<file path="src/sv/point_grid_binning_min_max_core_assert.svh">
// assertion macros for the point grid binning core
// used by the top level only; expects clk and rst_n in scope
`ifndef POINT_GRID_BINNING_MIN_MAX_CORE_ASSERT_SVH
`define POINT_GRID_BINNING_MIN_MAX_CORE_ASSERT_SVH

// consequent must hold in the same cycle as the antecedent
`define PGB_CHECK_NOW(lbl, ante, cons, msg) \
  lbl: assert property (@(posedge clk) disable iff (!rst_n) (ante) |-> (cons)) else $error(msg);

// consequent must hold in the cycle after the antecedent
`define PGB_CHECK_NEXT(lbl, ante, cons, msg) \
  lbl: assert property (@(posedge clk) disable iff (!rst_n) (ante) |=> (cons)) else $error(msg);

`endif

</file>
<file path="src/sv/pgb_ram.sv">
// generic single-port-write, single-port-read ram with registered read
// no dependencies
module pgb_ram #(
  parameter int WIDTH = 8,
  parameter int DEPTH = 16,
  localparam int AW = $clog2(DEPTH)
) (
  input  logic             clk,
  input  logic             wr_en,
  input  logic [AW-1:0]    wr_addr,
  input  logic [WIDTH-1:0] wr_data,
  input  logic             rd_en,
  input  logic [AW-1:0]    rd_addr,
  output logic [WIDTH-1:0] rd_data
);

  logic [WIDTH-1:0] mem [DEPTH];

  // write port
  always_ff @(posedge clk) begin
    if (wr_en) begin
      mem[wr_addr] <= wr_data;
    end
  end

  // read port, data holds while rd_en is low
  always_ff @(posedge clk) begin
    if (rd_en) begin
      rd_data <= mem[rd_addr];
    end
  end

endmodule

</file>
<file path="config.mk">
export PLATFORM = sky130hd
export DESIGN_NAME = pgb_ram
export DESIGN_NICKNAME = d
export VERILOG_FILES = /design/src/sv/point_grid_binning_min_max_core_assert.svh /design/src/sv/pgb_ram.sv
export SDC_FILE = /design/constraint.sdc
export NUM_CORES = 1
export LEC_CHECK = 0
export BUFFER_PORTS_ARGS = -buffer_cell sky130_fd_sc_hd__buf_2
export CORE_UTILIZATION = 50
export DETAILED_ROUTE_END_ITERATION = 7
export PLACE_DENSITY_LB_ADDON = 0.1
export SYNTH_ARGS = -nofsm -noshare
export SYNTH_HDL_FRONTEND = slang
export SYNTH_SLANG_ARGS = --single-unit
</file>
<file path="constraint.sdc">
create_clock -name clk -period 2.6 [get_ports clk]
set_input_delay 0.52 -clock clk [delete_from_list [all_inputs] [get_ports clk]]
set_output_delay 0.52 -clock clk [all_outputs]
set_load 0.02 [all_outputs]
</file>
# ---- Word-level counts from Yosys, hierarchy flattened
# Memories as Yosys holds them, arrays and structs flattened. A register that Yosys moved wholly into a read port is not among the register bits.
# Index checks and enable logic that the tools add are counted.
dict set report totals {
  ff_bits 0
  latchBits 0
  ram_bits 128
  romBits 0
  input_bits 19
  out_inout_bits 8
  word_cells 3
  n_memories 1
}
# name depth word_bits read_ports rd_ports_with_merged_regs wr line_no
set memory_table {}
lappend memory_table {mem 16 8 1 1 1 pgb_ram.sv:17} ;# logic [WIDTH-1:0] mem [DEPTH];
dict set report classes {
  addsub 0
  multipliers 0
  div_mod_pow 0
  n_lt_le_gt_ge 0
  n_eq_ne 0
  shifts 0
  mux 2
  n_bitwise 0
  n_reduce_logical 0
}
# operator count
set ops {}
lappend ops {{2-to-1 mux 1 bit} 2}

# ---- Longest topological paths before layout
dict set report logic_depth {
  word_depth 2
  depth_mapped 5
  ltp_nobuf 3
}

# ---- Worst setup path after synthesis
# OpenSTA, ideal clock, no wires.
dict set report synth_timing {
  path_kind {input -> register}
  from {input port wr_addr[2]}
  to {memory mem[0][0] (enable)}
  setup_ns 0.383
  arrival_time_ns 1.630
  required_time_ns 2.217
  path_slack_ns 0.587
  cell_stages 2
  path_buffers 0
  cell_sequence {or3b_2 -> nor3_1}
}
# element line_no
set synth_rtl {}
lappend synth_rtl {{start, declared} pgb_ram.sv:10} ;# input logic [AW-1:0] wr_addr,
lappend synth_rtl {{end, declared} pgb_ram.sv:17}
# Straight into the memory's write port.

==> out/results.ini <==
[run_status]
status = complete, no violations

[floorplanning]
dieHeight_um = 104
start_util = 0.525
rows = 36
floorplan.core_area_mm2 = 0.00995
ios = 27
die_x_um = 104
die_area_mm2 = 0.0109

[job]
maxCapViolCount = 0

[logic_synthesis]
synth_area_mm2 = 0.00523
synthesis.nets = 248
synth_cells = 229
syn_area_per_cell_um2 = 22.8
synth_cell_types = 18
async_flop_share = 0
ys_seq_elements = 136
synth-edff-count = 136
ys_seq_area_frac = 0.781
yosysWarnings = 0
ys.flop_type = edfxtp_1

[clock_tree]
postCtsSetupRepairBufs = 0
clk_root_buffer_cell = clkbuf_8
cts.path.max_buffers = 2
htreeDepth = 4
clock-sinks = 136
clk-insertion-delay-late_ps = 520
cts_resized = 0
cts_tree = done
cts.clk_slew.worst_paths_ps = 60
cts_hold_buf = 0
cts_inserted_buffers = 17

[global_routing]
grt_pass1_vias = 2447
grt_max_degree = 17
grt_first_pass_wirelength_mm = 15.2
grtUsageTotal = 0.205
antenna_found_initial = 0
grt-ovfl-total = 0

[worst_setup_path]
crit_type = primary input to flop
crit_path_start = rd_addr[0]
endpoint_kind = flop
start_kind = primary input
worstPathRequired_ps = 2860
crit_fanout = 15
cp.arrival_ps = 1970
r2r_slack_ps = 1100
r2r_start = mem[3][3]

[power_and_ir_drop]
vdd_drop_max_uv = 355
seqPwrFrac = 0.500
p_clk_frac = 0.452
switching_share = 0.208
p_leak_nw = 2.10
power.density_mw_per_mm2 = 802
power_mw = 4.97
p_int_mw = 3.94
combPwrFrac = 0.048
p_switching_mw = 1.03

[sta]
fin_skew_ps = 14.6
tightest_slew_ps = 766
slew_violations = 0
rsz0062_at_grt = no
min_period_ps = 1700
slew_headroom = 0.488
max_freq_mhz = 588
final-hold-violation-count = 0
setup_ws_ps = 898
setup_viol = 0
finalSetupTns_ps = 0
min_period_over_period = 0.655

[route]
postRouteAntennaNets = 0
wirelength_mm = 9.99
dr.pass1.iters = 4
drc = 0
routedWlPerCell_um = 23.1
vias_per_cell = 5.65
first_iter_violations = 125
vias = 2441

[place]
io_buffer_count = 26
dp_slack_ps = 331
detailed_place_hpwl_mm = 6.49
place_congestion = 0.706

[layout]
nets = 305
fillers = 698
synthToLayoutAreaGrowth_pct = 18.5
layout-drive-gt1-share = 0.321
finalCoreUtilization = 0.622
antennaDiodeCount = 0

[min_path]
hold_start = wr_data[4]
hold_path.class = primary input to flop

[cells by family after synthesis]
group | share of synthesized area
simple gates | 0.0314
buf+inv | 0.0165
compound gates | 0.0230
flops | 0.781
mux | 0.148
[cell usage in the layout (no fill, tap or decap)]
cell type,count
edfxtp_1,136
buf_2,26
buf_4,20
mux4_2,18
a22oi_1,16
clkbuf_16,16
mux4_1,14
nor2_1,13
nand2_1,9
nor3_1,4
clkinvlp_4,4
inv_6,3
clkinv_4,3
nand3b_1,2
nand2b_1,2
clkinv_1,2
bufinv_16,2
buf_12,2
nor2b_1,1
and2_1,1
and2b_1,1
nand3_1,1
or3b_2,1
clkbuf_8,1
clkbuf_1,1
[registers in the layout (all words and copies together), names as in the netlist]
register / cells
rd_data: 8
mem: 128
[worst max-delay path, stage by stage]
cell and delay, ps:
buf_2 260, buf_12 210, mux4_1 570, a22oi_1 310, nand2_1 90
[per-stage QoR]
| stage | cells | hold slack (ps) | area (µm²) |
|---|---|---|---|
| floorplan | 229 | 619 | 5230 |
| global placement | 400 | 737 | 5630 |
| detailed placement | 400 | 729 | 5630 |
| CTS | 432 | 368 | 6200 |
| global route | 432 | 376 | 6200 |
| finish | 432 | 390 | 6200 |
[power groups by stage]
stage | combinational [mW] | sequential [mW] | clock [mW]
final | 0.240 | 2.48 | 2.25
after global routing | 0.260 | 2.49 | 2.38
after CTS | 0.244 | 2.48 | 2.30
after detailed placement | 0.244 | 2.53 | 0
after global placement | 0.240 | 2.53 | 0
after floorplan | 0.125 | 2.54 | 0
[synth_stat cells, drive strengths merged, types with 2 or more instances]
library cell,count,area (µm²)
edfxtp,136,4080
buf,7,56.3
nand2b,2,12.5
nand3b,2,15.0
nor3,4,20.0
nor2,13,48.8
a22oi,16,120
clkdlybuf4s25,3,30.0
nand2,9,33.8
mux4,32,773
[final cells by class]
| type | instances | area [µm²] | area share |
|---|---|---|---|
| clock inverter | 14 | 150 | 0.0242 |
| timing repair buffer | 48 | 320 | 0.0517 |
| multi-input combinational | 83 | 1060 | 0.171 |
| sequential | 136 | 4080 | 0.659 |
| tap | 133 | 166 | 0.0269 |
| clock buffer | 18 | 418 | 0.0674 |
[path summary, 6_finish.rpt]
path	endpoint	depth (start not counted)
max	rd_data[3]	5
max reg2reg	rd_data[3]	3
min reg2reg	rd_data[6]	3
min	mem[3][4]	1
[layer usage]
layer / routed length [µm] / global-route usage / vias to the layer above
li1: - / - / 1099
met1: 4560 / 0.286 / 1257
met2: 4820 / 0.312 / 76
met3: 494 / 0.0589 / 9
met4: 112 / 0.0684 / 0
met5: 0 / 0 / -
(Power assumes the default switching activity.)
