<file path="config.mk">
export PLATFORM = sky130hd
export DESIGN_NAME = pgb_binner
export DESIGN_NICKNAME = d
export VERILOG_FILES = /design/src/sv/point_grid_binning_min_max_core_assert.svh /design/src/sv/pgb_pkg.sv /design/src/sv/pgb_binner.sv
export SDC_FILE = /design/constraint.sdc
export NUM_CORES = 1
export LEC_CHECK = 0
export BUFFER_PORTS_ARGS = -buffer_cell sky130_fd_sc_hd__buf_4
export CAP_MARGIN = 10
export CORE_ASPECT_RATIO = 0.5
export CORE_MARGIN = 2
export CORE_UTILIZATION = 62
export DETAILED_ROUTE_END_ITERATION = 12
export PLACE_DENSITY_LB_ADDON = 0.12
export SETUP_SLACK_MARGIN = 0.5
export SYNTH_ARGS = -nofsm -noshare
export SYNTH_HDL_FRONTEND = slang
export SYNTH_SLANG_ARGS = --single-unit
</file>
<file path="constraint.sdc">
create_clock -name clk -period 6.9 [get_ports clk]
set_input_delay 0.345 -clock clk [delete_from_list [all_inputs] [get_ports clk]]
set_output_delay 0.345 -clock clk [all_outputs]
set_load 0.01 [all_outputs]
</file>
<file path="src/sv/point_grid_binning_min_max_core_assert.svh">
// assertion macros for the point grid binning core
// used by the top level only; expects clk and rst_n in scope
`ifndef POINT_GRID_BINNING_MIN_MAX_CORE_ASSERT_SVH
`define POINT_GRID_BINNING_MIN_MAX_CORE_ASSERT_SVH

// consequent must hold in the same cycle as the antecedent
`define PGB_CHECK_NOW(lbl, ante, cons, msg) \
  lbl: assert property (@(posedge clk) disable iff (!rst_n) (ante) |-> (cons)) else $error(msg);

// consequent must hold in the cycle after the antecedent
`define PGB_CHECK_NEXT(lbl, ante, cons, msg) \
  lbl: assert property (@(posedge clk) disable iff (!rst_n) (ante) |=> (cons)) else $error(msg);

`endif

</file>
<file path="src/sv/pgb_pkg.sv">
// shared types and constants for the point grid binning core
// no dependencies; imported by pgb_binner and the top level
package pgb_pkg;

  localparam int COORD_W     = 16;
  localparam int SHIFT_W     = 4;
  localparam int DIM_CFG_W   = 7;
  localparam int SEL_W       = 12;
  localparam int OUT_COUNT_W = 16;
  localparam int CFG_INDEX_W = 3;
  localparam int CFG_DATA_W  = 16;
  localparam int IN_DATA_W   = 64;
  localparam int OUT_DATA_W  = 128;
  localparam int KIND_W      = 2;
  localparam int STATUS_W    = 2;

  // default sizes of the grid store
  localparam int MAX_COLS_DEF   = 64;
  localparam int MAX_ROWS_DEF   = 64;
  localparam int COUNT_BITS_DEF = 16;

  localparam logic [OUT_COUNT_W-1:0] OUT_COUNT_MAX = '1;

  // item kinds on the input channel
  typedef enum logic [KIND_W-1:0] {
    KIND_ADD        = 2'd0,
    KIND_READ       = 2'd1,
    KIND_READ_CLEAR = 2'd2
  } kind_t;

  // result status on the output channel
  typedef enum logic [STATUS_W-1:0] {
    ST_STORED  = 2'd0,
    ST_DROPPED = 2'd1,
    ST_OUTSIDE = 2'd2,
    ST_READ    = 2'd3
  } status_t;

  // configuration register indexes
  typedef enum logic [CFG_INDEX_W-1:0] {
    REG_CENTRE_X     = 3'd0,
    REG_CENTRE_Y     = 3'd1,
    REG_HEIGHT_LIMIT = 3'd2,
    REG_CELL_SHIFT   = 3'd3,
    REG_COLS_IN_USE  = 3'd4,
    REG_ROWS_IN_USE  = 3'd5
  } cfg_reg_t;

  // one stored point, x in the low bits
  typedef struct packed {
    logic signed [COORD_W-1:0] z;
    logic signed [COORD_W-1:0] y;
    logic signed [COORD_W-1:0] x;
  } point_t;

  // configuration register set
  typedef struct packed {
    logic signed [COORD_W-1:0] centre_x;
    logic signed [COORD_W-1:0] centre_y;
    logic signed [COORD_W-1:0] height_limit;
    logic [SHIFT_W-1:0]        cell_shift;
    logic [DIM_CFG_W-1:0]      cols_in_use;
    logic [DIM_CFG_W-1:0]      rows_in_use;
  } cfg_t;

  localparam cfg_t CFG_RESET = '{
    centre_x:     16'sd0,
    centre_y:     16'sd3840,
    height_limit: 16'sd256,
    cell_shift:   4'd7,
    cols_in_use:  7'd60,
    rows_in_use:  7'd60
  };

endpackage

</file>
<file path="src/sv/pgb_binner.sv">
// maps a point's x and y to a grid cell in three pipeline steps
// depends on pgb_pkg
module pgb_binner #(
  parameter int MAX_COLS = pgb_pkg::MAX_COLS_DEF,
  parameter int MAX_ROWS = pgb_pkg::MAX_ROWS_DEF,
  localparam int ADDR_W = $clog2(MAX_COLS * MAX_ROWS)
) (
  input  logic                                clk,
  input  logic                                rst_n,
  input  logic                                start,
  input  logic signed [pgb_pkg::COORD_W-1:0]  pos_x,
  input  logic signed [pgb_pkg::COORD_W-1:0]  pos_y,
  input  pgb_pkg::cfg_t                       cfg,
  output logic                                done,
  output logic                                in_grid,
  output logic [ADDR_W-1:0]                   cell_idx
);

  import pgb_pkg::*;

  localparam int MAX_DIM = (MAX_COLS > MAX_ROWS) ? MAX_COLS : MAX_ROWS;
  localparam int DIM_W   = $clog2(MAX_DIM + 1);
  localparam int NUM_W   = DIM_W + 17;

  logic [DIM_W-1:0]        cols_n;
  logic [DIM_W-1:0]        rows_n;
  logic signed [NUM_W-1:0] dx;
  logic signed [NUM_W-1:0] dy;
  logic signed [NUM_W-1:0] num_x;
  logic signed [NUM_W-1:0] num_y;
  logic [DIM_W:0]          bin_x;
  logic [DIM_W:0]          bin_y;

  logic                    v1_r;
  logic                    v2_r;
  logic                    v3_r;
  logic signed [NUM_W-1:0] num_x_r;
  logic signed [NUM_W-1:0] num_y_r;
  logic                    ok_x_r;
  logic                    ok_y_r;
  logic [DIM_W-1:0]        col_r;
  logic [DIM_W-1:0]        row_r;
  logic                    in_grid_r;
  logic [ADDR_W-1:0]       cell_r;

  // num / 2^(s+1) rounded half away from zero; top bit flags 0 <= result < n
  function automatic logic [DIM_W:0] round_bin(
    input logic signed [NUM_W-1:0] num,
    input logic [SHIFT_W-1:0]      s,
    input logic [DIM_W-1:0]        n
  );
    logic [NUM_W-1:0]        pw;
    logic [NUM_W-1:0]        q;
    logic signed [NUM_W-1:0] t;
    logic                    ok;
    logic [DIM_W-1:0]        idx;
    pw = NUM_W'(1) << s;
    q  = '0;
    t  = '0;
    if (!num[NUM_W-1]) begin
      q   = (NUM_W'(num) + pw) >> (5'(s) + 5'd1);
      ok  = q < NUM_W'(n);
      idx = DIM_W'(q);
    end else begin
      // negative side rounds to zero only within half a cell
      t   = num + $signed(pw);
      ok  = (t > 0) && (n != '0);
      idx = '0;
    end
    return {ok, idx};
  endfunction

  // grid size in use, clamped to the store
  assign cols_n = (32'(cfg.cols_in_use) > 32'(MAX_COLS)) ? DIM_W'(MAX_COLS)
                                                          : DIM_W'(cfg.cols_in_use);
  assign rows_n = (32'(cfg.rows_in_use) > 32'(MAX_ROWS)) ? DIM_W'(MAX_ROWS)
                                                          : DIM_W'(cfg.rows_in_use);

  // step 1: numerator 2*(p - centre) + n * 2^s
  assign dx    = NUM_W'(pos_x) - NUM_W'(cfg.centre_x);
  assign dy    = NUM_W'(pos_y) - NUM_W'(cfg.centre_y);
  assign num_x = (dx <<< 1) + $signed(NUM_W'(cols_n) << cfg.cell_shift);
  assign num_y = (dy <<< 1) + $signed(NUM_W'(rows_n) << cfg.cell_shift);

  // step 2: rounding shift and range check
  assign bin_x = round_bin(num_x_r, cfg.cell_shift, cols_n);
  assign bin_y = round_bin(num_y_r, cfg.cell_shift, rows_n);

  // valid pipe
  always_ff @(posedge clk) begin
    if (!rst_n) begin
      v1_r <= 1'b0;
      v2_r <= 1'b0;
      v3_r <= 1'b0;
    end else begin
      v1_r <= start;
      v2_r <= v1_r;
      v3_r <= v2_r;
    end
  end

  // data pipe; step 3 forms column + row * cols
  always_ff @(posedge clk) begin
    num_x_r   <= num_x;
    num_y_r   <= num_y;
    ok_x_r    <= bin_x[DIM_W];
    ok_y_r    <= bin_y[DIM_W];
    col_r     <= bin_x[DIM_W-1:0];
    row_r     <= bin_y[DIM_W-1:0];
    in_grid_r <= ok_x_r && ok_y_r;
    cell_r    <= ADDR_W'(ADDR_W'(row_r) * ADDR_W'(cols_n)) + ADDR_W'(col_r);
  end

  assign done     = v3_r;
  assign in_grid  = in_grid_r;
  assign cell_idx = cell_r;

endmodule

</file>
; ---- After elaboration in Yosys (flattened, before gate mapping)
; Cells that the tools add are included.
[totals]
out_inout_bits = 14
wordCells = 42
mem_count = 0
in_bits = 101
register_bits = 80
latchBits = 0
ramBits = 0
romBits = 0
[classes]
multipliers = 1
n_addsub = 10
div_mod_pow = 0
n_shift = 5
eq_ne = 0
reduce_logical = 5
order_cmp = 6
n_mux = 4
bitwise_logic = 0
[ops]
columns = operator, count
row1 = $add 24x24->24, 4
row2 = $add 18x24->24, 2
row3 = $gt 24x1->1 const B, 2
row4 = $lt 24x7->1, 2
row5 = $shl 7x4->24, 2
row6 = $shr 24x5->24, 2
row7 = $sub 16x16->17, 2
row8 = $shl 1x4->24 const A, 1
row9 = $gt 7x7->1 const B, 2
row10 = $mux 7, 2
row11 = $reduce_bool 7->1, 2
row12 = $add 12x7->12, 1
row13 = $mul 7x7->12, 1
row14 = $add 4x1->5 const B, 1
row15 = $logic_and 1x1->1, 3
row16 = $mux 1, 2

; ---- Depth between registers and ports, before layout
[depth]
ltp_word = 5
ltp_mapped = 27
depth_no_buf = 24

; ---- Least setup slack after synthesis
; No wires, ideal clock.
[synth_path]
kind = in2reg
startpoint = in cfg[16] in the netlist's numbering
endpoint = reg ok_x_r
stages = 24
required_ns = 6.841
path_slack_ns = 1.347
t_arrival_ns = 5.494
cell_sequence = buf_2 > buf_1 > clkbuf_1 > nand2_1 > clkbuf_1 > nor2_1 > ha_1 > and2_1 > and3_1 > a221o_1 > a31oi_4 > o311a_4 > nor2_1 > xor2_1 > a22o_1 > mux4_2 > nand2_1 > o21ai_0 > ha_1 > a21o_1 > a211oi_1 > o21ai_0 > a2111oi_0 > a31o_1
[synth_via]
elab_chain_len = 5
elab_cells_between_ends = 9
cone_classes = add/sub (3) / order compare (2) / shift (2) / mux (1) / reduce/logical (1)
[synth_rtl]
columns = item, line_no
row1 = "start, declared", pgb_binner.sv:13  ; input pgb_pkg::cfg_t cfg,
row2 = $shl 1x4->24, pgb_binner.sv:57  ; pw = NUM_W'(1) << s;
row3 = $add 24x24->24 (on tied branches), "pgb_binner.sv:61, pgb_binner.sv:66"
row4 = $shr 24x5->24 / $gt 24x1->1 (equally long branches), "pgb_binner.sv:61, pgb_binner.sv:67"
row5 = $lt 24x7->1 / $logic_and 1x1->1 (equally long branches), "pgb_binner.sv:62, pgb_binner.sv:67"
row6 = $mux 1 (*), pgb_binner.sv:60  ; if (!num[NUM_W-1]) begin
row7 = named net bin_x[7], pgb_binner.sv:31  ; logic [DIM_W:0] bin_x;
row8 = "end signal, assigned", pgb_binner.sv:106  ; ok_x_r <= bin_x[DIM_W];
row9 = "end, declared", pgb_binner.sv:39  ; logic ok_x_r;
; The timed path passes the listed nets; every way through them passes the cells marked *.
; A chain may end at the register's enable or synchronous reset.

; ---- Final worst setup path
[layout_path]
startpoint = in cfg[15] in the netlist's numbering
endpoint = reg ok_x_r
; The elaborated chain is that of the path after synthesis.

==> results.json <==
{
  "status": "completed",
  "period_needed_ps": 5780,
  "rsz0062_at_grt": "false",
  "initial_utilization": 0.632,
  "synth_area_leader_cell": "ha_1",
  "final_layout_size_suffix_gt1_frac": 0.112,
  "final_nets": 1956,
  "seq_power_share": 0.229,
  "wl_met3_um": 3420,
  "syn_nets": 1904,
  "pre_cts_slack_ps": 900,
  "grt_max_degree": 65,
  "fin_worst_skew_ps": 9.81,
  "timing.final.ws_setup_ps": 1120,
  "totalWireLength_um": 35600,
  "hold_violations": 0,
  "clock_latency_ps": 360,
  "p_leak_nw": 6.48,
  "clkSinkCount": 80,
  "drt-met1-wl_um": 17200,
  "synth.distinct_cells": 93,
  "ctsHtreeMaxLevel": 3,
  "synthFlopType": "dfxtp_1",
  "die_area_mm2": 0.0210,
  "fmax_mhz": 173,
  "cts_tree": "built",
  "maxSlewViolCount": 0,
  "top_layer_used": "met4",
  "gr-total-overflow": 0,
  "finalSetupTns_ps": 0,
  "postSynthCellCount": 1628,
  "synth_edf_count": 0,
  "syn_area_mm2": 0.0123,
  "drt_iter0_markers": 1351,
  "fp.dieW_um": 203,
  "cts_hold_buf": 0,
  "timing.slew.headroom": 0.300,
  "dr.pass1.iters": 5,
  "path_class": "in2reg",
  "wl_per_cell_um": 18.3,
  "multi_input_area_mm2": 0.00986,
  "crit_slowest_cell": "mux4_2",
  "fin_crit_sh": 0.838,
  "internal-power_mw": 1.77,
  "place.gp.congestion": 1.01,
  "crit_path_end_kind": "flip-flop",
  "routed-wl-met2_um": 14600,
  "cp.buffers_inverters": 1,
  "ys_ff_latch": 80,
  "rows": 36,
  "power_density_mw_per_mm2": 248,
  "ir_worst_vdd_v": 0.000120,
  "p_switching_mw": 1.58,
  "drc": 0,
  "diodes": 0,
  "die_h_um": 104,
  "async_flop_share": 0,
  "avgSynthCellArea_um2": 7.55,
  "cts_buffers": 9,
  "path_delay_family": "compound AO/OA/AOI/OAI gates",
  "hold_path_class": "in2reg",
  "cts-root-buf": "clkbuf_16",
  "track_usage": 0.337,
  "vias_per_cell": 6.24,
  "worstPathArrival_ps": 6080,
  "area_delta_synth_final_pct": 9.74,
  "core_area_mm2": 0.0195,
  "grt_pass1_vias": 11076,
  "grt_pass1_wl_um": 57100,
  "clk_pin_slew_ps": 70,
  "postLayoutCellArea_mm2": 0.0135,
  "cts_buffer_depth": 2,
  "tightest_slew_ps": 1040,
  "synth_top_area_share": 0.143,
  "antenna_found_initial": 0,
  "swShare": 0.471,
  "placed_area_mm2": 0.0132,
  "post_cts_resized": 0,
  "io_pins": 115,
  "start_kind": "primary input",
  "cap_violations": 0,
  "power_mw": 3.35,
  "yosysWarnings": 0,
  "netlist_top_cells_area": "ha_1 (14%), dfxtp_1 (13%), fa_1 (5.5%)",
  "max_stage_delay_ps": 510,
  "clkPwrFrac": 0.147,
  "vias": 12177,
  "port-buffer-count": 98,
  "worstPathRequired_ps": 7200,
  "post-route-util": 0.693,
  "yosysSeqAreaShare": 0.130,
  "finalSetupViolations": 0,
  "post_cts_buffers": 0,
  "seq_area_mm2": 0.00160,
  "p_comb_frac": 0.623,
  "fillCellCount": 1622,
  "dp_hpwl_um": 28500,
  "crit_path_max_fanout": 59,
  "drtAntennaViolNets": 0,
  "path_cells": "buf_4 > nand2_1 > nor2_1 > ha_1 > and2_1 > and3_1 > a221o_1 > a31oi_4 > o311a_4 > nor2_1 > xor2_1 > a22o_1 > mux4_2 > nand2_1 > o21ai_0 > ha_1 > a21o_1 > a211oi_1 > o21ai_0 > a2111oi_0 > a31o_1"
}
==> kinds of logic after synthesis <==
family                   share of synthesized area
flip-flops                                   0.130
XOR/XNOR                                    0.0826
adder cells (fa/ha/maj)                      0.199
AO/OA/AOI/OAI                                0.243
buffers and inverters                       0.0689
AND/OR/NAND/NOR                              0.212
multiplexers                                0.0638
==> flip-flops by register name, summed over array words and instances, names as in the netlist <==
| name | count |
|---|---|
| cell_idx | 12 |
| col_r | 7 |
| done | 1 |
| in_grid | 1 |
| num_x_r | 24 |
| num_y_r | 24 |
| ok_x_r | 1 |
| ok_y_r | 1 |
| row_r | 7 |
| v1_r | 1 |
| v2_r | 1 |
==> power groups by stage <==
stage | Combinational, mW | Clock, mW | Sequential (mW)
after global routing | 2.31 | 0.517 | 0.779
after floorplan | 1.55 | 0 | 0.710
after detailed placement | 2.04 | 0 | 0.767
after CTS | 2.05 | 0.497 | 0.758
final | 2.09 | 0.494 | 0.767
after global placement | 1.96 | 0 | 0.764
==> placed cells by master, fill, tap and decap left out, types with 25 or more instances in the layout <==
cell type	netlist	final
a21o_1	44	44
a21oi_1	116	116
and2_1	56	56
buf_4	2	113
dfxtp_1	80	80
fa_1	34	34
ha_1	141	141
inv_1	148	148
mux2i_1	39	39
nand2_1	145	145
nand3_1	33	33
nor2_1	141	141
nor2b_1	25	25
nor3_1	26	26
o21ai_0	86	86
xnor2_1	77	77
xor2_1	39	39
==> worst reg2reg max path: cells and delay by family (launching register included) <==
kind	cells	cell delay, ps
XOR/XNOR	2	350
AO/OA/AOI/OAI	12	2570
AND/OR/NAND/NOR	2	220
multiplexers	1	480
adder cells (fa/ha/maj)	2	720
flip-flops	1	450
==> cell type report <==
cell class / count / area share
clock buffer: 11 / 0.0187
clock inverter: 5 / 0.00297
inverter: 150 / 0.0417
multi-input combinational: 1326 / 0.730
sequential: 80 / 0.119
tap: 266 / 0.0247
timing repair buffer: 113 / 0.0629
==> cell usage after synthesis, drive strengths merged (26+ instances only) <==
master and n:
buf 26, o21ai 92, mux2i 39, ha 141, and2 56, a211oi 27
clkbuf 46, nand2 146, xor2 39, nor2 141, nor3 27, inv 149
a21oi 117, nand3 33, xnor2 77, fa 34, a21o 44, dfxtp 80
==> path summary, 6_finish.rpt <==
path	start	to	slack, ps	cells past startpoint
max	cfg[15]	ok_x_r	1120	21
max reg2reg	num_x_r[1]	ok_x_r	2050	19
min reg2reg	v2_r	done	430	1
min	start	v1_r	190	2
==> metal layers <==
| metal | GRT usage | up-vias |
|---|---|---|
| li1 | - | 5880 |
| met1 | 0.507 | 5674 |
| met2 | 0.491 | 576 |
| met3 | 0.0686 | 47 |
| met4 | 0.0704 | 0 |
| met5 | 0 | - |
==> through the flow <==
step | hold slack (ps) | std cells
floorplan | 406 | 1628
global placement | 420 | 1935
detailed placement | 417 | 1935
CTS | 191 | 1951
global route | 191 | 1951
finish | 194 | 1951
Power figures use the tool's default switching activity.
